**config.mk**
```make
export PLATFORM = sky130hd
export DESIGN_NAME = wssm_pe
export DESIGN_NICKNAME = d
export VERILOG_FILES = /design/src/design/wssm_pkg.sv /design/src/design/wssm_pe.sv
export SDC_FILE = /design/constraint.sdc
export NUM_CORES = 1
export LEC_CHECK = 0
export BUFFER_PORTS_ARGS = -buffer_cell sky130_fd_sc_hd__buf_2
export CORE_MARGIN = 10
export CORE_UTILIZATION = 30
export CTS_CLUSTER_SIZE = 8
export DETAILED_ROUTE_END_ITERATION = 7
export GPL_ROUTABILITY_DRIVEN = 0
export SETUP_SLACK_MARGIN = 0.5
export SYNTH_ARGS = -nofsm -noshare
export SYNTH_HDL_FRONTEND = slang
export SYNTH_SLANG_ARGS = --single-unit
```
**constraint.sdc**
```tcl
create_clock -name clk -period 5.1 [get_ports clk]
set_input_delay 1.02 -clock clk [delete_from_list [all_inputs] [get_ports clk]]
set_output_delay 1.02 -clock clk [all_outputs]
set_load 0.02 [all_outputs]
```
**src/design/wssm_pkg.sv**
```systemverilog
// Shared types, sizes and decode tables for the weight-stationary systolic array.
`default_nettype none

package wssm_pkg;

  localparam int ARRAY_DIM = 8;
  localparam int LANES     = 4;
  localparam int GROUPS    = ((ARRAY_DIM / LANES) > 0) ? (ARRAY_DIM / LANES) : 1;

  localparam int BYTE_W     = 8;
  localparam int WORD_W     = 32;
  localparam int WORD_BYTES = WORD_W / BYTE_W;
  localparam int OP_W       = 2;
  localparam int IDX_W      = 6;
  localparam int IDX_DEPTH  = 1 << IDX_W;

  localparam int IN_TDATA_W  = ((IDX_W + WORD_W + 7) / 8) * 8;
  localparam int OUT_TDATA_W = ((WORD_W + 1 + 7) / 8) * 8;

  localparam int GRP_W  = (GROUPS > 1) ? $clog2(GROUPS) : 1;
  localparam int LANE_W = $clog2(LANES) + 1;
  localparam int ROW_W  = IDX_W + LANE_W + 1;
  localparam int COL_W  = GRP_W + LANE_W + 1;
  localparam int FLAT_W = ((IDX_W > $clog2(ARRAY_DIM * ARRAY_DIM)) ? IDX_W :
                           $clog2(ARRAY_DIM * ARRAY_DIM)) + LANE_W + 1;

  typedef logic [BYTE_W-1:0] byte_t;

  typedef enum logic [OP_W-1:0] {
    OP_LOAD  = 2'd0,
    OP_QUEUE = 2'd1,
    OP_STEP  = 2'd2
  } op_t;

  // Per-cell control: weight write and the wave strobe.
  typedef struct packed {
    logic  step;
    logic  w_we;
    byte_t w_data;
  } pe_ctrl_t;

  // Column group read back after a queue word, indexed by the queued group.
  typedef logic [GRP_W-1:0] grp_tbl_t [IDX_DEPTH];

  function automatic grp_tbl_t build_grp_tbl();
    grp_tbl_t t;
    for (int i = 0; i < IDX_DEPTH; i++) begin
      t[i] = GRP_W'((i + 1) % GROUPS);
    end
    return t;
  endfunction

  localparam grp_tbl_t GRP_TBL = build_grp_tbl();

  // Byte of a word for a lane; lane 0 sits in the top used byte.
  function automatic byte_t lane_byte(logic [WORD_W-1:0] w, int lane);
    int sh;
    sh = LANES - 1 - lane;
    if (sh >= WORD_BYTES) begin
      return '0;
    end
    return w[BYTE_W*sh +: BYTE_W];
  endfunction

endpackage

`default_nettype wire

```
**src/design/wssm_pe.sv**
```systemverilog
// One processing cell: stationary weight, activation pass-through and 8-bit partial sum.
`default_nettype none

module wssm_pe import wssm_pkg::*; (
  input  logic     clk,
  input  logic     rst_n,
  input  pe_ctrl_t ctrl,
  input  byte_t    act_in,
  input  byte_t    psum_in,
  output byte_t    act_q,
  output byte_t    psum_q,
  output byte_t    psum_mac
);

  byte_t                weight_r;
  byte_t                act_r;
  byte_t                psum_r;
  logic [2*BYTE_W-1:0]  prod;

  // Only the low byte survives, so signedness does not matter here.
  assign prod     = act_in * weight_r;
  assign psum_mac = prod[BYTE_W-1:0] + psum_in;

  assign act_q  = act_r;
  assign psum_q = psum_r;

  always_ff @(posedge clk) begin
    if (!rst_n) begin
      weight_r <= '0;
      act_r    <= '0;
      psum_r   <= '0;
    end else begin
      if (ctrl.w_we) begin
        weight_r <= ctrl.w_data;
      end
      if (ctrl.step) begin
        act_r  <= act_in;
        psum_r <= psum_mac;
      end
    end
  end

endmodule

`default_nettype wire

```
==> results.rst <==
.. list-table::
   :header-rows: 1

   * - Metric
     - Value
   * - Result of the run
     - finished, violations left
   * - Failing checks
     - negative setup slack
   * - Highest ir drop seen on vdd
     - 0.2000 mV
   * - Setup Crit Path Kind
     - input pin to output pin
   * - Share of the synthesized netlist area taken by xor and xnor gates
     - 0.08685
   * - Final worst path period share
     - 1.023
   * - Slew @ Worst Pin
     - 0.5200 ns
   * - Largest family of logic cells by synthesized area
     - adder cells
   * - Clock tree from TritonCTS
     - yes
   * - Tightest slew margin relative to the limit
     - 0.6534
   * - Final global-route overflow total
     - 0
   * - Die boundary height
     - 101.4 um
   * - Clk buf depth
     - 2
   * - Number of cells produced by synthesis
     - 206
   * - Class of the most critical hold timing path
     - flop to flop
   * - Top-count cell post-synth
     - sky130_fd_sc_hd__inv_1
   * - Final-layout setup total negative slack
     - -0.1160 ns
   * - Source-to-sink clock delay at the later pin of the worst-skew pair
     - 0.27 ns
   * - CTS Sinks
     - 24
   * - Number of endpoints with negative hold slack in the final report
     - 0
   * - Number of buffer cells added on primary ports
     - 51
   * - Cell area reported after detailed placement
     - 2520 um2
   * - Effective utilization at floorplan
     - 0.3113
   * - Fraction of synthesized cell area taken by the top area cell type
     - 0.2417
   * - Setup Skew
     - 0.005000 ns
   * - Area Overhead vs Synth
     - 37.19%
   * - Critical Path Slowest Stage Cell
     - sky130_fd_sc_hd__fa_2
   * - Crit end category
     - output pin
   * - Compound-gate portion of the synthesized area
     - 0.02517
   * - Width of the die
     - 101.4 um
   * - Worst-case hold slack
     - 0.4950 ns
   * - Min Tclk post-route
     - 5.216 ns
   * - Vias in the first global route
     - 1657
   * - Multiplexer area fraction after synthesis
     - 0.1108
   * - Drt pass-1 iters
     - 2
   * - Netlist cell types
     - 22
   * - Reported max-cap violation count
     - 0
   * - Synthesized area divided by synthesized cell count
     - 9.651 um2
   * - Number of synthesized flops with an enable pin
     - 0
   * - DRC
     - 0
   * - Synth cell count leaders
     - sky130_fd_sc_hd__inv_1 (35), sky130_fd_sc_hd__dfxtp_1 (24), sky130_fd_sc_hd__mux2i_1 (22), sky130_fd_sc_hd__nor2b_1 (22), sky130_fd_sc_hd__nand2_1 (20)
   * - Final Non-Filler Cells
     - 347
   * - Adder-Cell Fraction of Synth Area
     - 0.2882
   * - Unrepaired setup endpoints after global routing
     - true
   * - Antenna violations before repair
     - 0
   * - Required time of the critical path
     - 4.08 ns
   * - Maximum level of the CTS H-tree
     - 1
   * - Synth async-reset ratio
     - 0
   * - Mean routed wirelength per cell
     - 14.15 um
   * - Share of synthesized area occupied by flip-flops and latches
     - 0.2417
   * - Global-route wire length before repair
     - 8.142 mm
   * - Peak fanout along the critical path
     - 2
   * - Number of fillers in the final layout
     - 650
   * - Upper clock frequency limit
     - 191.7 MHz
   * - Syn. warnings
     - 0
   * - Worst Path Arrival
     - 4.20 ns
   * - Post-synthesis register bit count
     - 24
   * - Ys flop type
     - sky130_fd_sc_hd__dfxtp_1
   * - Post-CTS Hold Buffers
     - 0
   * - Minimum setup slack in the final design
     - -0.1160 ns
   * - Mapped cell area
     - 1988 um2
   * - Count of antenna-violating nets left after detailed routing
     - 0
   * - Vias after detailed routing
     - 1507
   * - Detailed Place HPWL
     - 4.082 mm
   * - Leak Pwr
     - 1.359 nW
   * - Total power density per cell area
     - 298.0 nW/um2
   * - Simple-gate portion of the synthesized area
     - 0.1617
   * - Clock Pin Slew Worst Setup and Hold Paths
     - 0.10 ns
   * - Ratio of cells with drive above 1 in the final layout
     - 0.4074
   * - Yosys top cell by area
     - sky130_fd_sc_hd__dfxtp_1
   * - Via-per-instance ratio
     - 4.343
   * - Cell class contributing the biggest share of worst-path delay
     - adder cells
   * - Fin nets
     - 334
   * - Max Slew Vio Count
     - 0
   * - Routed WL
     - 4.909 mm
   * - Die ar.
     - 10280 um2
   * - Iter 0 DRT Violations
     - 34
   * - Cells along the critical path
     - buf_4 > nand2_8 > fa_1 > inv_1 > fa_1 > inv_1 > fa_1 > fa_2 > inv_2 > ha_4 > a21oi_4 > xnor2_2 > xnor2_2 > buf_4
   * - Setup crit start kind
     - input pin
   * - Buffer and inverter count on the worst path
     - 5
   * - Setup Viol. Count Final
     - 1
   * - Worst stage delay on the critical path
     - 0.56 ns
   * - Ranking of synthesized cells by area
     - sky130_fd_sc_hd__dfxtp_1 (24%), sky130_fd_sc_hd__fa_1 (18%), sky130_fd_sc_hd__mux2i_1 (11%)
   * - All-layer global routing usage
     - 0.09775
   * - Core region area
     - 6386 um2
   * - Non-Filler Cell Area, Final
     - 2728 um2
   * - Number of instances in the placed design
     - 340
   * - Pin count of the biggest net entering global routing
     - 25
   * - Cts bufs inserted
     - 3
   * - Most frequent cell on the critical path
     - sky130_fd_sc_hd__fa_1
   * - Clk Tree Root Cell
     - sky130_fd_sc_hd__clkbuf_8
   * - Diode count
     - 0
   * - Count of pins on the block boundary
     - 52
   * - Standard-cell rows
     - 29
   * - Mapped Nets
     - 269
[cell type report]
cell class | count | area, um2 | share of cell area
clock buffer | 3 | 41.29 | 0.01514
multi-input combinational | 141 | 1526 | 0.5596
inverter | 35 | 131.4 | 0.04817
sequential | 24 | 480.5 | 0.1761
timing repair buffer | 66 | 421.7 | 0.1546
tap | 77 | 96.34 | 0.03532
clock inverter | 1 | 30.03 | 0.01101
[repair_timing]
| action | in CTS | in global routing |
|---|---|---|
| hold endpoints to repair | 0 | 0 |
| endpoints found under the setup margin | 4 | 4 |
| buffers inserted | 1 | 2 |
| resized for setup | 24 | 10 |
| pin swaps | 10 | 11 |
[placed cells by master, fill, tap and decap left out, drive strengths merged]
cell	netlist	routed
a21oi	2	2
nand2	23	23
clkbuf	3	3
buf	3	66
xor2	1	1
mux2i	22	22
inv	35	35
ha	17	17
o211a	1	1
o21ba	1	1
bufinv	0	1
nor2b	22	22
a21o	2	2
and2	14	14
o21ai	1	1
dfxtp	24	24
xnor2	17	17
fa	18	18
[worst register-to-register path, cell delays in order (launching register included)]
cell and delay (ns):
sky130_fd_sc_hd__dfxtp_1 0.63, sky130_fd_sc_hd__nand2_2 0.11, sky130_fd_sc_hd__fa_1 0.51, sky130_fd_sc_hd__inv_1 0.05, sky130_fd_sc_hd__fa_1 0.48, sky130_fd_sc_hd__inv_1 0.05
sky130_fd_sc_hd__fa_1 0.46, sky130_fd_sc_hd__fa_2 0.56, sky130_fd_sc_hd__inv_2 0.04, sky130_fd_sc_hd__ha_4 0.27, sky130_fd_sc_hd__a21oi_4 0.06, sky130_fd_sc_hd__xnor2_2 0.14
sky130_fd_sc_hd__xnor2_2 0.15, sky130_fd_sc_hd__o21ba_1 0.17
[cell families after synthesis]
logic type	Yosys count
xor+xnor	18
fa+ha+maj	35
buf+inv	41
simple gates	59
compound gates	7
flops	24
mux	22
[per-stage QoR]
step | utilization | worst slack, ns | total power, mW
after global routing | 0.4271 | -0.2197 | 0.8690
after global placement | 0.3946 | -0.1231 | 0.5814
after detailed placement | 0.3946 | -0.1810 | 0.5886
final | 0.4271 | -0.1160 | 0.8129
after floorplan | - | 0.2025 | 0.4766
after CTS | 0.4191 | -0.1141 | 0.8159
[flip-flops by register name, summed over array words and instances, names as in the netlist]
name      count
psum_q        8
act_q         8
weight_r      8
[final timing paths]
| path | slack (ns) | cells after the start | from | end |
|---|---|---|---|---|
| setup / recovery | -0.12 | 14 | act_in[6] | psum_mac[7] |
| hold / removal | 0.50 | 1 | psum_q[4] | psum_q[4] |
| setup reg to reg | 1.32 | 13 | weight_r[1] | psum_q[7] |
| hold reg to reg | 0.50 | 1 | psum_q[4] | psum_q[4] |
[report_power, final]
group | internal (mW) | leakage (nW) | switching [mW]
Combinational | 0.209 | 1.13 | 0.212
Clock | 0.105 | 0.0357 | 0.0675
Sequential | 0.206 | 0.198 | 0.0135
Total | 0.520 | 1.36 | 0.293
[per-layer routing]
layer	wire length [um]	share of wire	track usage
met1	2102	0.43	0.1164
met3	305	0.062	0.03472
met5	0	0	0
met4	0	0	0.006431
met2	2501	0.51	0.1719
No activity file was read; power rests on OpenSTA's default activity.
