## config.mk

```make
export PLATFORM = sky130hd
export DESIGN_NAME = wssm_in_row
export DESIGN_NICKNAME = d
export VERILOG_FILES = /design/src/design/wssm_pkg.sv /design/src/design/wssm_in_row.sv
export SDC_FILE = /design/constraint.sdc
export NUM_CORES = 1
export LEC_CHECK = 0
export BUFFER_PORTS_ARGS = -buffer_cell sky130_fd_sc_hd__buf_2
export CAP_MARGIN = 25
export CORE_UTILIZATION = 55
export CTS_CLUSTER_DIAMETER = 120
export CTS_CLUSTER_SIZE = 16
export DETAILED_ROUTE_END_ITERATION = 16
export PLACE_DENSITY = 0.81
export SLEW_MARGIN = 20
export SYNTH_ARGS = -nofsm -noshare
export SYNTH_HDL_FRONTEND = slang
export SYNTH_SLANG_ARGS = --single-unit
```

## constraint.sdc

```tcl
create_clock -name clk -period 1.9 [get_ports clk]
set_clock_uncertainty 0.15 [all_clocks]
set_input_delay 0.095 -clock clk [delete_from_list [all_inputs] [get_ports clk]]
set_output_delay 0.095 -clock clk [all_outputs]
set_load 0.01 [all_outputs]
```

## src/design/wssm_pkg.sv

```systemverilog
// Shared types, sizes and decode tables for the weight-stationary systolic array.
`default_nettype none

package wssm_pkg;

  localparam int ARRAY_DIM = 8;
  localparam int LANES     = 4;
  localparam int GROUPS    = ((ARRAY_DIM / LANES) > 0) ? (ARRAY_DIM / LANES) : 1;

  localparam int BYTE_W     = 8;
  localparam int WORD_W     = 32;
  localparam int WORD_BYTES = WORD_W / BYTE_W;
  localparam int OP_W       = 2;
  localparam int IDX_W      = 6;
  localparam int IDX_DEPTH  = 1 << IDX_W;

  localparam int IN_TDATA_W  = ((IDX_W + WORD_W + 7) / 8) * 8;
  localparam int OUT_TDATA_W = ((WORD_W + 1 + 7) / 8) * 8;

  localparam int GRP_W  = (GROUPS > 1) ? $clog2(GROUPS) : 1;
  localparam int LANE_W = $clog2(LANES) + 1;
  localparam int ROW_W  = IDX_W + LANE_W + 1;
  localparam int COL_W  = GRP_W + LANE_W + 1;
  localparam int FLAT_W = ((IDX_W > $clog2(ARRAY_DIM * ARRAY_DIM)) ? IDX_W :
                           $clog2(ARRAY_DIM * ARRAY_DIM)) + LANE_W + 1;

  typedef logic [BYTE_W-1:0] byte_t;

  typedef enum logic [OP_W-1:0] {
    OP_LOAD  = 2'd0,
    OP_QUEUE = 2'd1,
    OP_STEP  = 2'd2
  } op_t;

  // Per-cell control: weight write and the wave strobe.
  typedef struct packed {
    logic  step;
    logic  w_we;
    byte_t w_data;
  } pe_ctrl_t;

  // Column group read back after a queue word, indexed by the queued group.
  typedef logic [GRP_W-1:0] grp_tbl_t [IDX_DEPTH];

  function automatic grp_tbl_t build_grp_tbl();
    grp_tbl_t t;
    for (int i = 0; i < IDX_DEPTH; i++) begin
      t[i] = GRP_W'((i + 1) % GROUPS);
    end
    return t;
  endfunction

  localparam grp_tbl_t GRP_TBL = build_grp_tbl();

  // Byte of a word for a lane; lane 0 sits in the top used byte.
  function automatic byte_t lane_byte(logic [WORD_W-1:0] w, int lane);
    int sh;
    sh = LANES - 1 - lane;
    if (sh >= WORD_BYTES) begin
      return '0;
    end
    return w[BYTE_W*sh +: BYTE_W];
  endfunction

endpackage

`default_nettype wire

```

## src/design/wssm_in_row.sv

```systemverilog
// Input skew line for one array row, feeding the row's first cell.
`default_nettype none

module wssm_in_row import wssm_pkg::*; (
  input  logic                 clk,
  input  logic                 rst_n,
  input  logic                 step,
  input  logic                 place_en,
  input  logic [ARRAY_DIM-1:0] place_sel,
  input  byte_t                place_data,
  output byte_t                feed
);

  byte_t skew_r   [ARRAY_DIM];
  byte_t cur      [ARRAY_DIM];
  byte_t skew_nxt [ARRAY_DIM];

  always_comb begin
    for (int c = 0; c < ARRAY_DIM; c++) begin
      cur[c] = (place_en && place_sel[c]) ? place_data : skew_r[c];
    end
    // The first entry keeps its value across a shift.
    for (int c = 0; c < ARRAY_DIM; c++) begin
      if (step && (c > 0)) begin
        skew_nxt[c] = cur[c-1];
      end else begin
        skew_nxt[c] = cur[c];
      end
    end
  end

  assign feed = cur[ARRAY_DIM-1];

  always_ff @(posedge clk) begin
    if (!rst_n) begin
      for (int c = 0; c < ARRAY_DIM; c++) begin
        skew_r[c] <= '0;
      end
    end else begin
      skew_r <= skew_nxt;
    end
  end

endmodule

`default_nettype wire

```

==> impl_metrics.py, run 1 <==
metrics = {
    "outcome": {
        "outcome": "complete, no violations",
    },
    "setup_path": {
        "cp_common_cell": "dlygate4sd3_1",
        "cp-end-kind": "flip-flop",
        "critPathSlowestCell": "dlygate4sd3_1",
        "critical_path.top_delay_family": "buffers and inverters",
        "critPathLaunchType": "input pin",
        "critPathMaxStageDelay_ns": 0.60,
        "r2r_setup_slack_ns": 1.00,
        "cp.required_ns": 2.00,
        "cp.arrival_ns": 1.63,
        "cp_cell_sequence": "dlygate4sd3_1, buf_2, nand3_1, dlygate4sd3_1, a21boi_1",
        "critPathMaxFanout": 3,
        "criticalPathCategory": "in -> reg",
        "crit_buf_inv": 3,
    },
    "synth": {
        "synth.top_cells.by_count": "dfxtp_1, mux2i_1, o22ai_1",
        "yosysWarnings": 0,
        "async_reset_ff_share_pct": 0,
        "synth_edf_count": 0,
        "synthAdderAreaFrac_pct": 0,
        "syn_area_sq_um": 2940,
        "yosysSeqAreaShare_pct": 43.6,
        "syn_inst": 254,
        "yosysTopAreaCell": "dfxtp_1",
        "synth_top_area_share_pct": 43.6,
        "synth_xor_area_share_pct": 0,
        "synth_mux_area_share_pct": 27.5,
        "syn_nets": 274,
        "ys_types": 16,
        "synthSimpleGateAreaFrac_pct": 3.96,
        "ys.flop_type": "dfxtp_1",
        "post_synth.cell_area_avg_sq_um": 11.6,
        "synth.most_common_cell": "dfxtp_1",
        "synthTopCellsByArea": "dfxtp_1, mux2i_1, o22ai_1",
        "yosys_register_bits": 64,
        "synth_top_family_by_area": "multiplexers",
        "synth-compound-area-share_pct": 17.8,
    },
    "floorplanning": {
        "ios": 28,
        "fp.dieW_microns": 75.1,
        "core.rowCount": 26,
        "die_h_microns": 75.1,
        "initial_core_util_pct": 57.2,
        "coreArea_sq_um": 5140,
        "die-area_sq_um": 5640,
    },
    "drt": {
        "drt_iter0_drc": 171,
        "viasPerCell": 6.14,
        "firstDrtPassIters": 4,
        "routed_wl_microns": 7450,
        "route.detailed.drc": 0,
        "wl_per_cell_microns": 20.3,
        "vias": 2260,
        "ant_nets": 0,
    },
    "global_routing": {
        "grt_max_degree": 22,
        "overflow": 0,
        "grt_pass1_vias": 2207,
        "antenna_found_initial": 0,
        "grt_first_pass_wirelength_microns": 11500,
        "gr-usage-all-layers_pct": 29.0,
    },
    "pwr": {
        "p_int_mw": 2.24,
        "vdd_drop_max_v": 0.000608,
        "p_per_area_nw_per_um2": 904,
        "clkPwrFrac_pct": 37.3,
        "sw_frac_of_total_pct": 26.0,
        "power.share.combinational_pct": 14.1,
        "switching_power_mw": 0.789,
        "cellLeakagePower_nw": 1.34,
        "seqPwrFrac_pct": 48.6,
    },
    "timing": {
        "hold_viol_final": 0,
        "relSlewSlack_pct": 70.5,
        "fmax_mhz": 653,
        "period_needed_ns": 1.53,
        "rsz0062_at_grt": "no",
        "setup_viol": 0,
        "report.final.slew_viol_count": 0,
        "setup_tns_ns": 0,
        "worst-slew-pin-transition_ns": 0.443,
        "period_share_pct": 80.6,
    },
    "placement": {
        "portBuffers": 27,
        "gp_congestion": 0.887,
        "dp_hpwl_microns": 4680,
        "place_inst": 337,
    },
    "finish": {
        "layout.nets": 314,
        "diodes": 0,
        "stdcell_count": 368,
        "area_growth_pct": 14.1,
        "top_regs": "skew_r: 64 flops",
        "seq_area_sq_um": 1280,
        "drive_gt1_share_pct": 20.8,
        "regMostFlops": "skew_r",
        "multi_input_area_sq_um": 1450,
        "largest_register_ffs": 64,
        "fillers": 403,
    },
    "clocking": {
        "htreeDepth": 3,
        "cts_resized": 0,
        "clock_latency_ns": 0.34,
        "numCtsBuffers": 9,
        "root_buffer": "clkbuf_8",
        "clk_pin_slew_worst_paths_ns": 0.07,
        "cts_tree": "yes",
        "cts_buffer_depth": 2,
        "cts_num_sinks": 64,
    },
    "job": {
        "maxCapViolCount": 0,
    },
    "hold_path": {
        "hold_path.class": "in -> reg",
    },
}
worst register-to-register path, delay by kind of cell, from the launching register on:
| family | cells | cell delay [ns] |
|---|---|---|
| compound gates | 1 | 0.12 |
| flops | 1 | 0.32 |
| mux | 1 | 0.18 |
placed cells by master (no fill, tap or decap), types with 2 or more instances in the layout:
cell / netlist / layout
a21boi_1: 8 / 8
buf_2: 3 / 26
buf_4: 11 / 7
clkbuf_1: 0 / 2
clkbuf_8: 0 / 10
dfxtp_1: 64 / 64
dlygate4sd3_1: 0 / 16
mux2_1: 8 / 8
mux2i_1: 56 / 56
mux2i_4: 7 / 7
nand2_1: 17 / 17
nand3_1: 8 / 8
o21ai_4: 7 / 7
o22ai_1: 56 / 56
final cells by class:
type / instances / share of cell area [%]
clock buffer: 12 / 4.33
inverter: 1 / 0.186
tap: 70 / 2.61
sequential: 64 / 38.2
multi-input combinational: 169 / 43.2
clock inverter: 3 / 1.27
timing repair buffer: 49 / 10.2
metrics by stage:
stage	hold WS [ns]	cell area (sq um)	setup slack (ns)	power [mW]	utilization, %
6_report	0.0276	3350	0.369	3.03	65.3
5_1_grt	0.0348	3350	0.355	3.15	65.3
4_1_cts	0.0273	3350	0.463	3.03	65.3
3_5_place_dp	0.246	3010	0.395	1.89	58.5
3_3_place_gp	0.239	3010	0.425	1.88	58.5
2_1_floorplan	0.0914	2940	0.797	1.81	-
final timing paths:
path,startpoint,end,cells after the start
max,place_data[6],skew_r[62],5
min,place_sel[3],skew_r[33],3
max reg2reg,skew_r[23],skew_r[15],2
min reg2reg,skew_r[58],skew_r[58],2
power groups by stage:
| stage | Combinational (mW) | Clock [mW] | Sequential, mW |
|---|---|---|---|
| 5_1_grt | 0.456 | 1.21 | 1.48 |
| 3_3_place_gp | 0.383 | 0 | 1.50 |
| 4_1_cts | 0.417 | 1.14 | 1.47 |
| 6_report | 0.426 | 1.13 | 1.47 |
| 2_1_floorplan | 0.331 | 0 | 1.48 |
| 3_5_place_dp | 0.392 | 0 | 1.50 |
cell families (layout without fill, tap and decap cells):
| group | Yosys count | count (layout) |
|---|---|---|
| AOI/OAI and AO/OA | 71 | 71 |
| muxes | 71 | 71 |
| DFF | 64 | 64 |
| and+or+nand+nor | 27 | 27 |
| buffers and inverters | 21 | 65 |
per-layer routing:
| metal | GRT usage [%] | share of wire (%) |
|---|---|---|
| met4 | 17.0 | 3.0 |
| met1 | 37.7 | 43 |
| met5 | 0 | 0 |
| met3 | 6.56 | 6.7 |
| met2 | 44.3 | 47 |
repair_timing:
item                                   CTS  global route
hold buffers                            16             0
setup buffers                            0             0
endpoints found under the hold margin    8             0
setup endpoints to repair                0             0
Power figures use the tool's default switching activity.
==> run 2, diff against run 1 <==
--- a/config.mk
+++ b/config.mk
@@ -7,7 +7,7 @@
 export LEC_CHECK = 0
 export BUFFER_PORTS_ARGS = -buffer_cell sky130_fd_sc_hd__buf_2
 export CAP_MARGIN = 25
-export CORE_UTILIZATION = 55
+export CORE_UTILIZATION = 53
 export CTS_CLUSTER_DIAMETER = 120
 export CTS_CLUSTER_SIZE = 16
 export DETAILED_ROUTE_END_ITERATION = 16
==> constraint.sdc (replaced) <==
create_clock -name clk -period 1.4 [get_ports clk]
set_clock_uncertainty 0.15 [all_clocks]
set_input_delay 0.07 -clock clk [delete_from_list [all_inputs] [get_ports clk]]
set_output_delay 0.07 -clock clk [all_outputs]
set_load 0.01 [all_outputs]
==> run 2 against run 1 <==
  * The run now ends with hold timing left
  * Final cell count grew 0.54%
  * Flip-flop and latch count is the same
  * Routed wire length shrank 7.3%
  * Worst hold slack lost 0.059 ns
  * Clock power grew 50%
  * Total power grew 41%
  * Utilization shrank 0.14 points
  * Combinational power grew 37%
  * Count of clock-buffer cells in the layout grew 2
  * Largest cell class unchanged
  * Highest routed layer unchanged
==> impl_metrics.py, run 2 (synthesized netlist as in run 1, its figures left out) <==
metrics = {
    "pwr": {
        "p_per_area_nw_per_um2": 1250,
        "vdd_drop_max_v": 0.00120,
        "cellLeakagePower_nw": 1.38,
    },
    "finish": {
        "drive_gt1_share_pct": 21.7,
        "seq_area_sq_um": 1280,
        "fillers": 390,
        "multi_input_area_sq_um": 1450,
        "top_regs": "skew_r: 64 flops",
        "layout.nets": 315,
        "area_growth_pct": 16.0,
        "stdcell_count": 370,
        "layout_common_cells": "dfxtp_1, mux2i_1, o22ai_1",
        "final_common_cell": "dfxtp_1",
        "largest_register_ffs": 64,
        "diodes": 0,
        "regMostFlops": "skew_r",
    },
    "global_routing": {
        "antenna_found_initial": 0,
        "overflow": 0,
        "grt_pass1_vias": 2161,
        "grt_max_degree": 18,
        "gr-usage-all-layers_pct": 25.7,
        "grt_first_pass_wirelength_microns": 11300,
    },
    "clocking": {
        "root_buffer": "clkbuf_8",
        "cts_tree": "yes",
        "cts_num_sinks": 64,
        "clk_pin_slew_worst_paths_ns": 0.06,
        "htreeDepth": 3,
        "clock_latency_ns": 0.34,
        "cts_buffer_depth": 2,
        "numCtsBuffers": 9,
        "post_cts_buffers": 0,
    },
    "job": {
        "maxCapViolCount": 0,
    },
    "timing": {
        "report.final.slew_viol_count": 0,
        "period_needed_ns": 1.39,
        "period_share_pct": 99.2,
        "setup_viol": 0,
        "rsz0062_at_grt": "no",
        "hold_slack_ns": -0.0319,
        "relSlewSlack_pct": 70.9,
        "hold_viol_final": 3,
        "setup_tns_ns": 0,
        "worst-slew-pin-transition_ns": 0.435,
        "fmax_mhz": 720,
    },
    "setup_path": {
        "cp_common_cell": "buf_2",
        "cp_cell_sequence": "dlygate4sd3_1, buf_2, mux2_1, buf_2",
        "critPathMaxStageDelay_ns": 0.54,
        "criticalPathCategory": "in -> out",
        "cp.required_ns": 1.18,
        "cp-end-kind": "output pin",
        "critPathMaxFanout": 3,
        "critPathSlowestCell": "dlygate4sd3_1",
        "cp.arrival_ns": 1.17,
        "critPathLaunchType": "input pin",
    },
    "floorplanning": {
        "ios": 28,
        "core.rowCount": 26,
        "coreArea_sq_um": 5240,
        "die-area_sq_um": 5850,
        "fp.dieW_microns": 76.5,
        "die_h_microns": 76.5,
        "initial_core_util_pct": 56.1,
    },
    "placement": {
        "dp_hpwl_microns": 4580,
        "portBuffers": 27,
        "gp_congestion": 0.759,
        "place_inst": 342,
    },
    "hold_path": {
        "hold_path.class": "in -> reg",
    },
    "outcome": {
        "outcome": "finished with violations",
        "violations": "hold timing",
    },
    "drt": {
        "route.detailed.drc": 0,
        "wl_per_cell_microns": 18.7,
        "drt_iter0_drc": 119,
        "firstDrtPassIters": 4,
        "ant_nets": 0,
        "routed_wl_microns": 6910,
        "vias": 2193,
        "viasPerCell": 5.93,
    },
}
## run 2: cell types whose count changed in the layout (fill, tap and decap cells not counted), sizes merged
cell / before / now
clkbuf: 12 / 14
clkinvlp: 1 / 0
dlygate4sd3: 16 / 17
## run 2: path summary, 6_finish.rpt
| kind | from | depth (start not counted) | slack (ns) | to |
|---|---|---|---|---|
| min | place_sel[0] | 3 | -0.03 | skew_r[59] |
| max | place_data[0] | 4 | 0.01 | feed[0] |
| max reg2reg | skew_r[19] | 2 | 0.54 | skew_r[19] |
| min reg2reg | skew_r[56] | 2 | 0.31 | skew_r[56] |
## run 2: cell type report
class,count,area share (%)
inverters,1,0.183
repair buffers,50,10.7
clock buffers,14,5.36
clock inverters,2,1.03
well taps,70,2.57
flip-flops and latches,64,37.6
multi-input cells,169,42.6
## run 2: metrics by stage
step	area, sq um	hold WS, ns	power (mW)	setup slack, ns	utilization [%]
2_1_floorplan	2940	0.0664	2.45	0.333	-
3_3_place_gp	3040	0.218	2.57	0.0777	58.1
3_5_place_dp	3040	0.222	2.58	0.0569	58.1
4_1_cts	3460	0.00881	4.29	0.0286	66.1
5_1_grt	3410	0.0168	4.42	0.00273	65.1
6_report	3410	-0.0319	4.27	0.0107	65.1
## run 2: repair_timing
action	4_1_cts	5_1_grt
setup endpoints to repair	0	8
hold buffers	20	0
resized for setup	0	1
endpoints found under the hold margin	15	0
## run 2: critical path, delay by kind of cell
kind / cells / cell delay [ns]
buf+inv: 3 / 0.83
mux: 1 / 0.27
## run 2: power by group
part	switching, mW	total (mW)	internal [mW]
clock network	0.678	1.69	1.02
registers	0.0701	2.00	1.93
logic	0.314	0.582	0.268
## run 2: metal layers
layer  wire length [microns]  GRT usage [%]
met5                       0              0
met4                     119           12.5
met3                     541           7.19
met2                    3010           37.0
met1                    3240           35.3
==> run 3, diff against run 2 <==
--- a/config.mk
+++ b/config.mk
@@ -7,11 +7,12 @@
 export LEC_CHECK = 0
 export BUFFER_PORTS_ARGS = -buffer_cell sky130_fd_sc_hd__buf_2
 export CAP_MARGIN = 25
-export CORE_UTILIZATION = 53
+export CORE_UTILIZATION = 40
 export CTS_CLUSTER_DIAMETER = 120
 export CTS_CLUSTER_SIZE = 16
 export DETAILED_ROUTE_END_ITERATION = 16
-export PLACE_DENSITY = 0.81
+export PLACE_DENSITY = 0.66
+export SKIP_LAST_GASP = 1
 export SLEW_MARGIN = 20
 export SYNTH_ARGS = -nofsm -noshare
 export SYNTH_HDL_FRONTEND = slang
==> run 3 against run 2 <==
  * The run still ends with hold timing left
  * Critical path depth stayed put
  * Via count shrank 0.36%
  * Largest power group unchanged
  * Total power up 0.57%
  * Clock power about the same
  * Global-route usage fell by 5.4 points
  * Die area is 32% higher
  * Final cell count increased by 6.8%
  * Sequential share of layout area fell by 0.055 points
  * Flip-flop and latch count unchanged
  * Combinational power barely moved
  * Worst setup slack improved by 0.020 ns
==> impl_metrics.py, run 3 (synthesized netlist as in run 1, its figures left out) <==
metrics = {
    "finish": {
        "area_growth_pct": 16.2,
        "top_regs": "skew_r: 64 flops",
        "diodes": 0,
        "drive_gt1_share_pct": 21.4,
        "largest_register_ffs": 64,
        "regMostFlops": "skew_r",
        "layout.nets": 314,
        "final_common_cell": "dfxtp_1",
        "design_area_sq_um": 3420,
        "layout_common_cells": "dfxtp_1, mux2i_1, o22ai_1",
    },
    "drt": {
        "route.detailed.drc": 0,
        "ant_nets": 0,
        "viasPerCell": 5.53,
        "vias": 2185,
        "drt_iter0_drc": 111,
        "wl_per_cell_microns": 18.1,
        "routed_wl_microns": 7170,
        "firstDrtPassIters": 4,
    },
    "setup_path": {
        "cp_common_cell": "buf_2",
        "crit_buf_inv": 3,
        "r2r_setup_slack_ns": 0.52,
        "critPathLaunchType": "input pin",
        "r2r-end": "skew_r[49]",
        "critical_path.top_delay_family": "buffers and inverters",
        "criticalPathCategory": "in -> out",
        "cp.arrival_ns": 1.15,
        "cp.required_ns": 1.18,
        "critPathMaxFanout": 3,
        "r2r_cells": 2,
        "r2r-start": "skew_r[57]",
        "cp-end-kind": "output pin",
        "cp_cell_sequence": "dlygate4sd3_1, buf_2, mux2_1, buf_2",
        "critPathMaxStageDelay_ns": 0.53,
        "critPathSlowestCell": "dlygate4sd3_1",
    },
    "timing": {
        "fmax_mhz": 730,
        "period_needed_ns": 1.37,
        "period_share_pct": 97.8,
        "relSlewSlack_pct": 73.9,
        "hold_viol_final": 1,
        "rsz0062_at_grt": "no",
        "setup_tns_ns": 0,
        "setup_viol": 0,
        "worst-slew-pin-transition_ns": 0.384,
        "report.final.slew_viol_count": 0,
        "hold_slack_ns": -0.00885,
    },
    "outcome": {
        "outcome": "finished with violations",
        "violations": "hold timing",
    },
    "global_routing": {
        "gr-usage-all-layers_pct": 20.3,
        "grt_max_degree": 17,
        "antenna_found_initial": 0,
        "grt_pass1_vias": 2158,
        "grt_first_pass_wirelength_microns": 11400,
        "overflow": 0,
    },
    "hold_path": {
        "hold_start": "place_sel[0]",
        "hold_path_end": "skew_r[61]",
        "hold_path.class": "in -> reg",
        "hold_depth": 3,
    },
    "floorplanning": {
        "fp.dieW_microns": 87.7,
        "ios": 28,
        "initial_core_util_pct": 42.3,
        "die-area_sq_um": 7690,
        "core.rowCount": 30,
        "die_h_microns": 87.7,
        "coreArea_sq_um": 6940,
    },
    "clocking": {
        "cts_resized": 0,
        "cts_tree": "yes",
        "cts_buffer_depth": 2,
        "root_buffer": "clkbuf_8",
        "htreeDepth": 3,
        "clock_latency_ns": 0.34,
        "numCtsBuffers": 9,
        "cts_num_sinks": 64,
        "clk_pin_slew_worst_paths_ns": 0.07,
    },
    "placement": {
        "place_area_sq_um": 3080,
        "dp_hpwl_microns": 4960,
        "portBuffers": 27,
        "gp_congestion": 0.817,
    },
    "pwr": {
        "vdd_drop_max_v": 0.00102,
        "p_per_area_nw_per_um2": 1260,
        "cellLeakagePower_nw": 1.36,
    },
    "job": {
        "maxCapViolCount": 0,
    },
}
-- run 3: where the power goes --
group	internal, mW	switching [mW]	leakage (nW)
registers	1.93	0.0687	0.524
clock network	1.05	0.667	0.108
logic	0.263	0.320	0.732
total	3.24	1.06	1.36
-- run 3: metal layers --
layer,vias to the layer above,track usage [%],part of all wire (%)
li1,1054,-,-
met1,1065,27.9,48
met2,59,30.3,44
met3,7,6.13,5.7
met4,0,6.86,1.3
met5,-,0,0
-- run 3: cell type report --
type                    count  area (sq um)
clock buffers              13           149
clock inverters             3          65.1
fillers                   637          3530
inverters                   1          6.26
multi-input cells         169          1450
flip-flops and latches     64          1280
well taps                  96           120
repair buffers             49           345
-- run 3: what timing repair did --
item	CTS	global route
hold endpoints to repair	9	0
buffers inserted	0	0
endpoints found under the setup margin	0	6
hold buffers	17	0
-- run 3: how the worst max path moves through the flow --
stage / start / end / slack [ns] / cells past startpoint
finish: place_data[2] / feed[2] / 0.03 / 4
global route: place_data[1] / feed[1] / 0.005 / 4
CTS: place_data[7] / feed[7] / 0.01 / 4
detailed placement: step / skew_r[2] / 0.01 / 4
global placement: step / skew_r[38] / 0.03 / 4
floorplan: rst_n / skew_r[55] / 0.33 / 5
-- run 3: through the flow --
stage | std cells | util (%) | total power [mW] | worst slack [ns]
CTS | 401 | 49.8 | 4.32 | 0.0118
finish | 395 | 49.2 | 4.30 | 0.0303
floorplan | 254 | - | 2.45 | 0.333
detailed placement | 368 | 44.3 | 2.59 | 0.0120
global placement | 368 | 44.3 | 2.58 | 0.0277
global route | 395 | 49.2 | 4.45 | 0.00481
-- run 3: worst reg2reg max path: stages (launching register included) --
cell and delay (ns):
dfxtp_1 0.34, mux2i_1 0.17, o22ai_1 0.08
