===== src/design/wssm_pkg.sv =====
// Shared types, sizes and decode tables for the weight-stationary systolic array.
`default_nettype none

package wssm_pkg;

  localparam int ARRAY_DIM = 8;
  localparam int LANES     = 4;
  localparam int GROUPS    = ((ARRAY_DIM / LANES) > 0) ? (ARRAY_DIM / LANES) : 1;

  localparam int BYTE_W     = 8;
  localparam int WORD_W     = 32;
  localparam int WORD_BYTES = WORD_W / BYTE_W;
  localparam int OP_W       = 2;
  localparam int IDX_W      = 6;
  localparam int IDX_DEPTH  = 1 << IDX_W;

  localparam int IN_TDATA_W  = ((IDX_W + WORD_W + 7) / 8) * 8;
  localparam int OUT_TDATA_W = ((WORD_W + 1 + 7) / 8) * 8;

  localparam int GRP_W  = (GROUPS > 1) ? $clog2(GROUPS) : 1;
  localparam int LANE_W = $clog2(LANES) + 1;
  localparam int ROW_W  = IDX_W + LANE_W + 1;
  localparam int COL_W  = GRP_W + LANE_W + 1;
  localparam int FLAT_W = ((IDX_W > $clog2(ARRAY_DIM * ARRAY_DIM)) ? IDX_W :
                           $clog2(ARRAY_DIM * ARRAY_DIM)) + LANE_W + 1;

  typedef logic [BYTE_W-1:0] byte_t;

  typedef enum logic [OP_W-1:0] {
    OP_LOAD  = 2'd0,
    OP_QUEUE = 2'd1,
    OP_STEP  = 2'd2
  } op_t;

  // Per-cell control: weight write and the wave strobe.
  typedef struct packed {
    logic  step;
    logic  w_we;
    byte_t w_data;
  } pe_ctrl_t;

  // Column group read back after a queue word, indexed by the queued group.
  typedef logic [GRP_W-1:0] grp_tbl_t [IDX_DEPTH];

  function automatic grp_tbl_t build_grp_tbl();
    grp_tbl_t t;
    for (int i = 0; i < IDX_DEPTH; i++) begin
      t[i] = GRP_W'((i + 1) % GROUPS);
    end
    return t;
  endfunction

  localparam grp_tbl_t GRP_TBL = build_grp_tbl();

  // Byte of a word for a lane; lane 0 sits in the top used byte.
  function automatic byte_t lane_byte(logic [WORD_W-1:0] w, int lane);
    int sh;
    sh = LANES - 1 - lane;
    if (sh >= WORD_BYTES) begin
      return '0;
    end
    return w[BYTE_W*sh +: BYTE_W];
  endfunction

endpackage

`default_nettype wire


===== src/design/wssm_out_col.sv =====
// Output skew line for one array column, with its diagonal tap.
`default_nettype none

module wssm_out_col import wssm_pkg::*; (
  input  logic                 clk,
  input  logic                 rst_n,
  input  logic                 step,
  input  byte_t                psum_last,
  input  logic [ARRAY_DIM-1:0] read_sel,
  output byte_t                diag
);

  byte_t out_r   [ARRAY_DIM];
  byte_t out_nxt [ARRAY_DIM];

  always_comb begin
    for (int k = 0; k < ARRAY_DIM; k++) begin
      if (!step) begin
        out_nxt[k] = out_r[k];
      end else if (k == 0) begin
        out_nxt[k] = psum_last;
      end else begin
        out_nxt[k] = out_r[k-1];
      end
    end
    diag = '0;
    for (int k = 0; k < ARRAY_DIM; k++) begin
      diag = diag | (out_nxt[k] & {BYTE_W{read_sel[k]}});
    end
  end

  always_ff @(posedge clk) begin
    if (!rst_n) begin
      for (int k = 0; k < ARRAY_DIM; k++) begin
        out_r[k] <= '0;
      end
    end else begin
      out_r <= out_nxt;
    end
  end

endmodule

`default_nettype wire


===== config.mk =====
export PLATFORM = sky130hd
export DESIGN_NAME = wssm_out_col
export DESIGN_NICKNAME = d
export VERILOG_FILES = /design/src/design/wssm_pkg.sv /design/src/design/wssm_out_col.sv
export SDC_FILE = /design/constraint.sdc
export NUM_CORES = 1
export LEC_CHECK = 0
export ABC_AREA = 1
export BUFFER_PORTS_ARGS = -buffer_cell sky130_fd_sc_hd__buf_2
export CORE_ASPECT_RATIO = 0.6
export CORE_MARGIN = 4
export CORE_UTILIZATION = 40
export DETAILED_ROUTE_END_ITERATION = 10
export GPL_TIMING_DRIVEN = 0
export HOLD_SLACK_MARGIN = 0.05
export PLACE_DENSITY = 0.55
export SLEW_MARGIN = 20
export SYNTH_ARGS = -nofsm -noshare
export SYNTH_HDL_FRONTEND = slang
export SYNTH_SLANG_ARGS = --single-unit

===== constraint.sdc =====
create_clock -name clk -period 2.66 [get_ports clk]
set_input_delay 0.798 -clock clk [delete_from_list [all_inputs] [get_ports clk]]
set_output_delay 0.798 -clock clk [all_outputs]
set_load 0.02 [all_outputs]

==> summary by stage, run 1 <==
Timing
The count of final hold-check violations is 0. The worst path meets setup with 0.0645 ns of slack. Hold timing on the final database bottoms out at a slack of ~0.5 ns. The final critical-path share of the clock period is a little over nine tenths. The setup violation total in the final timing report is 0. Setup repair after global routing left no endpoint under its margin.

The transition time at the pin with the least slew margin is slightly below 0.6 ns. The clock period minus final worst setup slack is ~2.6 ns. The worst slew margin relative to its limit is 60.7%.

After routing, the total negative slack on setup checks comes to 0 ns. The clock skew after layout is roughly 0.0050 ns. The final count of pins violating max slew was 0. The maximum achievable frequency is just under 0.4 GHz.

Clock network
Clock-pin slew was measured on the worst setup and hold paths at approximately 0.050 ns. The number of hold buffers added after CTS was 0. Counting along the longest clock path gives a buffer depth of 2. The count of clock tree sinks is 64. TritonCTS built the clock tree.

The tree is rooted in a sky130_fd_sc_hd__clkbuf_16. CTS built an H-tree with a depth of 3. The clock latency on the worst-skew pair is around 0.33 ns. The number of buffers created by CTS is 9.

Detailed routing
The average via count per standard cell is around 4.7. The first-pass detailed-route iteration total is 6. Once detail routing completed, the nets flagged for antenna violations numbered 0. Across all layers, the routed design uses 3205 vias.

The final layout contains routed wiring with a total length of 9.02 mm. The violation count after the first detailed-routing iteration is about 240. The post-route DRC violation count is 0. Dividing the detail-routed wire length by the instance count gives 13.3 um.

Cells and area
The register with the most flip-flops in the layout has 64 of them. The synthesis-to-layout area growth is 21.2%. The final-layout fill cell count is a little under 800.

The most flop-heavy register is out_r. Summing all multi-input logic gate instances after layout gives ~0.0015 mm2. 0 antenna diodes ended up in the layout. The layout cell share with drive strength beyond 1 is 9.20%. After the last flow step, the layout net total stands at 590. The largest registers in the layout are out_r x64. The register cell area after layout is about 0.0013 mm2.

Critical path
The worst setup path category is in2out. In this run the register-to-register setup slack is around 2 ns. The peak fanout along the critical path is 10.

The worst path arrival time is 1.80 ns. The worst register-to-register path has a depth of 4. STA classifies the critical path endpoint as an output port. The worst setup path is launched from an input pin. The required time of the critical path is ~1.9 ns.

Worst hold path
The min-delay analysis places its worst path in the category reg2reg. Along the worst hold path, the cell count comes to 4.

Synth
By area the synthesized netlist is led by sky130_fd_sc_hd__dfxtp_1, sky130_fd_sc_hd__nand2_1, sky130_fd_sc_hd__nand3_1. The synthesized area is approximately 0.0032 mm2. The number of nets in the synthesized netlist is 560. In the post-synthesis netlist, the cell with the most instances is sky130_fd_sc_hd__nand2_1.

The commonest cells after synthesis are sky130_fd_sc_hd__nand2_1, sky130_fd_sc_hd__nor2_1, sky130_fd_sc_hd__inv_1. The cell count after synthesis came out at roughly 540. In the synthesized netlist the async set-or-reset flop fraction comes to 0%.

The flip-flop cell with the highest count after synthesis is sky130_fd_sc_hd__dfxtp_1. Synthesis instantiated 11 different standard cells from the library. Synthesis inferred 64 register bits. The most area-hungry cell type in the Yosys netlist is sky130_fd_sc_hd__dfxtp_1. The portion of synthesized cell area occupied by the leading cell type is 39.9%. A synthesized cell averages roughly 5.9 um2.

The number of warnings printed during yosys synthesis is 0. The portion of the post-synthesis area used by sequential elements is about 40%. The synthesized design contains 0 enable-type register cells.

Floorplan
The horizontal extent of the die is ~120 um. In this run the core area contains 24 standard-cell rows. The die extent in y is about 77 um. The floorplan die area is roughly 0.0096 mm2. The initial utilization of the core area, before any placement, comes to 42.6%.

The region available for standard cell placement spans around 0.0075 mm2. The number of top-level pins is 27.

GRT
Entering global routing, the biggest net connects 11 pins. The initial antenna violation count is 0. The overall overflow remaining after global route is 0.

Global routing used between 20% and 30% of the available tracks. The via count of the first global-routing pass came to between 3000 and 4000. The first global-routing pass estimated 14.9 mm of wire.

Placement
During placement, the flow inserted port buffers numbering 18. Timing analysis after detailed placement gives a worst setup slack of -0.149 ns. The half-perimeter wire length after detailed placement is between 6 and 7 mm. The routability-driven placement congestion ratio is 0.836.

Power and ir drop
The worst vdd rail ir drop is between 0.3 and 0.4 mV. Total power for the finished layout comes to 2690 uW. The areal power density over the cells is approximately 690 mW/mm2. The leakage dissipation is ~0.0021 uW.

Flow run
The tool flagged a number of max-cap violations equal to 0.

Status
The run finished with clean final reports.
## placed cells by master (no fill, tap or decap)
master	netlist	routed
sky130_fd_sc_hd__nand2_1	232	232
sky130_fd_sc_hd__nor2_2	0	5
sky130_fd_sc_hd__buf_12	0	5
sky130_fd_sc_hd__inv_8	0	1
sky130_fd_sc_hd__buf_1	2	2
sky130_fd_sc_hd__dfxtp_1	64	64
sky130_fd_sc_hd__buf_6	7	1
sky130_fd_sc_hd__inv_2	2	1
sky130_fd_sc_hd__bufinv_16	0	1
sky130_fd_sc_hd__buf_8	0	8
sky130_fd_sc_hd__inv_1	72	72
sky130_fd_sc_hd__nor2_1	80	75
sky130_fd_sc_hd__clkbuf_1	12	14
sky130_fd_sc_hd__buf_2	5	17
sky130_fd_sc_hd__clkbuf_8	0	2
sky130_fd_sc_hd__clkinv_2	0	2
sky130_fd_sc_hd__clkbuf_16	0	10
sky130_fd_sc_hd__nand3_1	64	64
## power breakdown
part / switching [uW] / total [uW] / internal [uW]
Clock: 425 / 1200 / 773
Sequential: 15.0 / 1040 / 1020
Combinational: 295 / 457 / 162
Total: 735 / 2690 / 1960
## logic make-up after synthesis
logic type / after synthesis / share of synthesized area (%)
and+or+nand+nor: 376 / 46.4
DFF: 64 / 39.9
buffers and inverters: 101 / 13.7
## final cells by class
type / instances / share of cell area, %
Clock inverter: 3 / 1.03
Timing Repair Buffer: 19 / 3.12
Sequential cell: 64 / 32.9
Inverter: 74 / 7.32
Buffer: 27 / 7.00
Multi-Input combinational cell: 376 / 38.6
Tap cell: 104 / 3.34
Clock buffer: 13 / 6.68
## metrics by stage
step	cells	area, um2	util (%)
final	680	3890	51.7
after global routing	680	3890	51.7
after CTS	679	3800	50.4
after detailed placement	663	3430	45.6
after global placement	663	3430	45.6
after floorplan	541	3210	-
## critical path: stages
cell and delay, ns:
sky130_fd_sc_hd__buf_6 0.12, sky130_fd_sc_hd__buf_12 0.14, sky130_fd_sc_hd__buf_8 0.15, sky130_fd_sc_hd__nand2_1 0.09
sky130_fd_sc_hd__nand3_1 0.09, sky130_fd_sc_hd__nand2_1 0.05, sky130_fd_sc_hd__nor2_1 0.12, sky130_fd_sc_hd__nand2_1 0.07
sky130_fd_sc_hd__buf_2 0.16
## worst paths after layout
kind / startpoint / endpoint
setup / recovery: step / diag[1]
hold / removal: out_r[0] / out_r[0]
setup reg to reg: out_r[34] / out_r[26]
hold reg to reg: out_r[0] / out_r[0]
## metal layers
| metal | track usage, % | routed length [um] | vias up |
|---|---|---|---|
| li1 | - | - | 1666 |
| met1 | 29.9 | 4560 | 1431 |
| met5 | 0 | 0 | - |
| met2 | 28.9 | 3620 | 96 |
| met4 | 5.86 | 114 | 0 |
| met3 | 5.45 | 726 | 12 |
## what timing repair did
action,CTS,global route
setup endpoints to repair,8,8
buffers inserted,0,0
cloned,0,1
resized for setup,20,20
Power figures use the tool's default switching activity.
==> run 2, diff against run 1 <==
Settings changed: PLACE_DENSITY 0.55 to 0.57.
Clock period 2.66 ns to 2.26 ns, I/O delays scaled along.
==> run 2 against run 1 <==
Against the previous run:
- the run now ends with negative setup slack left
- critical path depth unchanged
- via count up 3.7%
- sequential cell count unchanged
- core utilization up 5.2 points
- sequential share of layout area down 3.0 points
- final cell count up 1.3%
- combinational power up 42%
- count of clock-buffer cells in the layout up 2
- non-clock buffer count up 10
- global-route usage up 0.20 points
- largest cell class unchanged
- power up 17%
==> summary by stage, run 2 (synthesized netlist as in run 1, its figures left out) <==
Status
The run finished, with violations left. The final reports fail on negative setup slack.

Detailed routing
Before antenna repair, the detailed router went through 5 iterations. The highest layer touched by signal routing is met4. The post-route DRC violation count is 0. The final routed wire length divided by cell count is 14.0 um. Detailed routing placed a total of 929 um of wire on met3.

The total via count in the routed design is ~3300. The count of nets left with antenna violations once routing finished came out at 0. Dividing the detail-routed via count by the number of cells gives slightly below 5. The routed design uses around 3.9 mm of met2 wire.

The detailed-routing wirelength on met1 is roughly 4.8 mm. The sum of routed wire length over all layers is 9.68 mm. The first routing iteration left ~280 violations.

Cells and area
The number of antenna repair diodes is 0. The final non-filler cell total is 689. The final-layout fill cell count is about 730.

The synthesis-to-layout area growth is 33.4%. Of the cells placed in the final design, the portion with a size suffix greater than 1 is 17.3%. Once layout is complete, the utilization of the core stands at a little under three fifths. The most frequent standard cell in the layout excluding fill and tap cells is sky130_fd_sc_hd__nand2_1.

The register with the most flip-flops in the layout has between 60 and 70 of them. The most flop-heavy register is out_r. The library cells used most frequently in the layout, excluding fill and tap cells, are sky130_fd_sc_hd__nand2_1, sky130_fd_sc_hd__nor2_1, sky130_fd_sc_hd__inv_1. The largest registers in the layout are out_r x64. The number of nets at the end of the flow is 600.

GRT
Entering global routing, the biggest net connects 11 pins. The first global-routing pass estimated between 10 and 15 mm of wire. The initial antenna violation count is 0. The overall overflow remaining after global route is 0. The all-layer global routing usage is between 20 and 25%. The via count of the first global-routing pass came to a little under 3000.

Flow run
The tool flagged a number of max-cap violations equal to 0.

Timing
The setup violation total in the final timing report is 8. The worst pin sits at a relative slew slack of between 60% and 70%. The final count of pins violating max slew was 0. The clock period minus final worst setup slack is roughly 2.3 ns.

The accumulated negative setup slack is -0.442 ns. The final worst hold slack is ~0.51 ns. The transition time at the pin with the least slew margin is slightly below 0.6 ns. The final critical-path share of the clock period is 103%. The clock skew after layout is around 0.0028 ns. The maximum achievable frequency is between 0.4 and 0.5 GHz. Setup repair after global routing could not meet its margin everywhere. The count of final hold-check violations was 0. The final critical-path setup slack is -0.0708 ns.

Clock network
TritonCTS created 9 clock buffers. The clock tree from TritonCTS is done. The number of buffers inserted by hold repair at cts is 0. The count of clock tree sinks is between 60 and 70.

Clock-pin slew was measured on the worst setup and hold paths at ~0.050 ns. The CTS H-tree depth is 3. The root buffer cell chosen for the clock tree is sky130_fd_sc_hd__clkbuf_16. The later pin in the worst-skew pair is clocked with a latency of about 0.33 ns. The clock passes through at most 2 buffers.

Placement
The count of placed standard cells including taps is approximately 660. The worst-case setup slack after placement is -0.343 ns. The port buffer count is 18.

Once detailed placement completed, the half-perimeter wirelength came to between 6 and 7 mm. The routability-driven placement congestion ratio is 0.814.

Floorplan
The die is between 100 and 150 um wide. The die extent in y is around 77 um. The starting utilization of the core area is between 40% and 50%. The number of rows in the core area is 24. The placeable core region is 0.00754 mm2. The floorplan die area is between 0.009 and 0.01 mm2. The number of top-level pins is 27.

Critical path
The worst setup path category is in2out. STA classifies the critical path endpoint as an output port. The worst setup path is launched from an input pin. At the worst endpoint, the required time is around 1.6 ns.

The worst path arrival time is 1.65 ns. The peak fanout along the critical path is 5.

Power and ir drop
The leakage dissipation is around 0.0023 uW. Combinational logic burns between 20% and 30% of the power. The clock network fraction of design power is around two fifths. The share of total power in sequential cells is 38.8%. The switching share of power is between 20 and 30%. The internal power of the cells totals 2260 uW. The areal power density over the cells is 735 mW/mm2. In this run the power spent charging and discharging nets is between 800 and 900 uW. The worst vdd rail ir drop is 0.346 mV.

Worst hold path
The class of the tightest hold or removal check is reg2reg.
[run 2: cell count changes in the layout (fill, tap and decap cells not counted), moves of 3 or more]
cell / delta
sky130_fd_sc_hd__nand3_2: +10
sky130_fd_sc_hd__buf_12: +5
sky130_fd_sc_hd__nand2_2: +24
sky130_fd_sc_hd__nand3_1: -10
sky130_fd_sc_hd__buf_16: +3
sky130_fd_sc_hd__nand2_4: +3
sky130_fd_sc_hd__clkbuf_16: +3
sky130_fd_sc_hd__buf_2: -8
sky130_fd_sc_hd__buf_6: +7
sky130_fd_sc_hd__nand2_1: -27
[run 2: cell type report]
| class | instances | area, um2 | share of cell area [%] |
|---|---|---|---|
| Buffer | 27 | 290 | 6.77 |
| Clock buffer | 15 | 268 | 6.24 |
| Inverter | 74 | 290 | 6.77 |
| Multi-Input combinational cell | 376 | 1640 | 38.3 |
| Sequential cell | 64 | 1280 | 29.9 |
| Tap cell | 104 | 130 | 3.03 |
| Timing Repair Buffer | 29 | 388 | 9.04 |
[run 2: repair_timing]
action                                  in CTS  in global routing
buffers inserted                             4                  0
pin swaps                                   14                 42
gates cloned                                 5                  4
gates resized for setup                     64                 49
endpoints found under the setup margin       8                  8
[run 2: final timing paths]
check             startpoint         to  slack [ns]  depth (start not counted)
setup / recovery        step    diag[6]       -0.07                          9
hold / removal      out_r[0]   out_r[0]        0.51                          4
setup reg to reg   out_r[30]  out_r[30]        1.54                          4
hold reg to reg     out_r[0]   out_r[0]        0.51                          4
[run 2: per-layer routing]
layer,up-vias,track usage [%]
met3,6,7.12
met5,-,0
met4,0,4.20
met2,117,28.1
li1,1694,-
met1,1508,30.8
[run 2: metrics by stage]
stage / cell area, um2 / power (uW)
after CTS: 4080 / 3120
after floorplan: 3210 / 1610
after global placement: 3430 / 1730
after detailed placement: 3430 / 1740
after global routing: 4290 / 3310
final: 4290 / 3150
[run 2: critical path: stages]
cell and delay (ns):
sky130_fd_sc_hd__buf_12 0.12, sky130_fd_sc_hd__buf_12 0.15, sky130_fd_sc_hd__clkbuf_16 0.17, sky130_fd_sc_hd__nand2_2 0.06, sky130_fd_sc_hd__nand3_1 0.06, sky130_fd_sc_hd__nand2_1 0.06, sky130_fd_sc_hd__nor2_1 0.13, sky130_fd_sc_hd__nand2_1 0.09
sky130_fd_sc_hd__buf_6 0.14
[run 2: power groups by stage]
stage / logic [uW] / registers, uW / clock network (uW)
global route: 724 / 1230 / 1360
floorplan: 368 / 1240 / 0
global placement: 484 / 1240 / 0
detailed placement: 493 / 1240 / 0
finish: 651 / 1220 / 1280
CTS: 597 / 1220 / 1300
==> run 3, diff against run 2 <==
Settings changed: CORE_ASPECT_RATIO 0.6 to 2.
==> run 3 against run 2 <==
Against the previous run:
- the flow still finishes with violations (negative setup slack)
- count of clock-buffer cells in the layout down 3
- non-clock buffer count down 2
- sequential share of layout area up 0.80 points
- combinational power down 5.7%
- via count down 4.3%
- fmax down 0.42%
- core utilization down 3.9 points
- die area up 0.42%
- final cell count down 1.3%
- critical path type unchanged
- clock skew about the same
- sequential power about the same
- power down 1.6%
==> summary by stage, run 3 (synthesized netlist as in run 1, its figures left out) <==
Status
The flow ran to the end, but the final reports show violations. The final reports fail on negative setup slack.

GRT
The via count of the first global-routing pass came to 2866. The all-layer global routing usage is between 10% and 20%. The total overflow left after global routing is 0. The initial antenna violation count came to 0.

The pin count of the biggest net entering global routing is 11. The first-pass GRT wire length is approximately 14 mm.

Detailed routing
The remaining number of nets flagged by the antenna check after routing is 0. The final routed wire length divided by cell count is 13.5 um. For this run, the detailed router's first-pass iteration total came to 4.

The final route contains 3183 vias. For this run, design rule violations remaining after detail routing come to 0. The first routing iteration left approximately 180 violations.

Dividing the detail-routed via count by the number of cells gives between 4 and 5. After detailed routing, the total wire length is approximately 9.2 mm.

Clock network
The number of buffers created by CTS is 9. Counting every sink on the clock net gives between 60 and 70. TritonCTS built the clock tree. Hold repair after CTS inserted 0 buffers. The maximum buffer depth of the clock tree is 2. The clock latency on the worst-skew pair is roughly 0.34 ns. The cell chosen for the clock root is sky130_fd_sc_hd__clkbuf_16. The CTS H-tree depth is 3. Clock-pin slew was measured on the worst setup and hold paths at about 0.05 ns.

Floorplan
The number of top-level pins is 27. The starting utilization of the core area is 40.8%. The horizontal extent of the die is a little over 70 um. The core region is ~0.0079 mm2. The die covers 0.00962 mm2.

Measured along the y axis, the die boundary spans approximately 130 um. The floorplan has between 40 and 50 rows.

Critical path
The cell repeated most along the worst path is sky130_fd_sc_hd__nand2_1. The required time of the critical path is 1.58 ns. In this run the critical register-to-register path is launched from out_r[63]. The largest single stage delay on the critical path is around 0.15 ns. By startpoint and endpoint, the worst setup path is classified as in2out. On the critical path the largest part of the delay comes from buffers and inverters. The buffers plus inverters on the worst setup path is 4. The kind of start point of the critical path is an input pin. The worst setup path startpoint is step.

Traced cell by cell, the critical path runs through buf_12 > buf_16 > clkbuf_16 > nand2_2 > nand3_1 > nand2_1 > nor2_2 > nand2_1 > buf_6. The master of the slowest instance on the critical path is sky130_fd_sc_hd__clkbuf_16. For the worst setup path, the data arrival time is 1.66 ns. Of all nets on the critical path, the largest fanout is 5.

The type of destination of the critical path is an output port.

Placement
The worst-case setup slack after placement is -0.340 ns. The port buffer count is 18. Routability-driven placement finished with a final weighted congestion of a little over 0.8. Once detailed placement completed, the half-perimeter wirelength came to 6.32 mm.

The post-place instance area is approximately 0.0034 mm2.

Cells and area
Of the cells placed in the final design, the portion with a size suffix greater than 1 is about 14%. The finished cells cover 0.00418 mm2. The number of flip-flops in the largest register is 64. The synthesis-to-layout area growth is 30.0%.

The largest registers in the layout are out_r x64. The number of antenna repair diodes is 0. The top cell types in the final layout, fill and taps aside, are sky130_fd_sc_hd__nand2_1, sky130_fd_sc_hd__nor2_1, sky130_fd_sc_hd__inv_1. The register with the most flip-flops in the final layout is out_r. The number of nets at the end of the flow is approximately 600. The most frequent standard cell in the layout excluding fill and tap cells is sky130_fd_sc_hd__nand2_1.

Timing
The final critical path takes up 104% of the cycle. Setup violations remaining at the end of the flow were counted as 8. The count of final hold-check violations was 0. Setup repair after global routing could not meet its margin everywhere. The worst slew margin relative to its limit is about three fifths. The final count of pins violating max slew was 0.

The final critical-path setup slack is -0.0808 ns. For this run, the top clock speed supported by timing is 0.427 GHz. The clock arrives with roughly 0.0029 ns of skew. The transition time at the pin with the least slew margin is a little under 0.6 ns. The worst path in the final design needs a cycle of approximately 2.3 ns, including I/O delays and setup.

Flow run
Max-cap violations in this run came to 0.

Power and ir drop
In this run the power density over the cells is approximately 740 mW/mm2. The worst vdd rail ir drop is between 0.4 and 0.5 mV. The leakage dissipation is about 0.0022 uW.

Worst hold path
In this run the worst hold path is classified as reg2reg. In this run the most critical hold path is launched from out_r[5].
==> run 3: cell types whose count changed in the layout (fill, tap and decap cells not counted), sizes merged <==
cell,delta
clkbuf,-3
buf,-2
clkinv,+4
==> run 3: area by class of cell <==
cell class / instances / area (um2)
inverters: 74 / 290
repair buffers: 27 / 350
clock buffers: 12 / 246
flip-flops and latches: 64 / 1280
multi-input cells: 376 / 1550
plain buffers: 27 / 315
well taps: 96 / 120
fillers: 808 / 3710
clock inverters: 4 / 20.0
==> run 3: final timing paths <==
check | depth (start not counted) | endpoint | slack (ns)
max reg2reg | 4 | out_r[63] | 1.59
min reg2reg | 4 | out_r[5] | 0.52
max | 9 | diag[6] | -0.08
min | 4 | out_r[5] | 0.52
==> run 3: per-stage QoR <==
| stage | hold slack, ns | cells | utilization [%] | TNS [ns] | power (uW) |
|---|---|---|---|---|---|
| final | 0.517 | 680 | 53.0 | -0.366 | 3100 |
| after global routing | 0.553 | 680 | 53.0 | -0.923 | 3250 |
| after CTS | 0.518 | 675 | 49.9 | -0.392 | 3060 |
| after detailed placement | 0.509 | 655 | 43.4 | -2.37 | 1730 |
| after global placement | 0.502 | 655 | 43.4 | -2.26 | 1720 |
| after floorplan | 0.492 | 541 | - | 0 | 1610 |
==> run 3: worst min-delay path, delay by kind of cell (launching register included) <==
family | cells | cell delay, ns
and+or+nand+nor | 3 | 0.14
DFF | 1 | 0.29
buffers and inverters | 1 | 0.04
==> run 3: power by group <==
| group | switching, uW | leakage (uW) | total (uW) | internal [uW] |
|---|---|---|---|---|
| clock network | 502 | 0.000136 | 1270 | 764 |
| logic | 361 | 0.00157 | 614 | 253 |
| registers | 17.1 | 0.000530 | 1220 | 1200 |
==> run 3: routing by layer <==
| layer | GRT usage [%] | vias up | part of all wire, % |
|---|---|---|---|
| met5 | 0 | - | 0 |
| met4 | 9.41 | 0 | 2.7 |
| met3 | 3.06 | 18 | 3.5 |
| met2 | 36.5 | 55 | 57 |
| met1 | 20.5 | 1417 | 37 |
| li1 | - | 1693 | - |
==> run 3: repair_timing <==
| item | 4_1_cts | 5_1_grt |
|---|---|---|
| setup buffers | 2 | 0 |
| pin swaps | 7 | 25 |
| hold endpoints to repair | 0 | 0 |
| gates resized for setup | 53 | 34 |
| gates cloned | 2 | 5 |
| setup endpoints to repair | 8 | 8 |
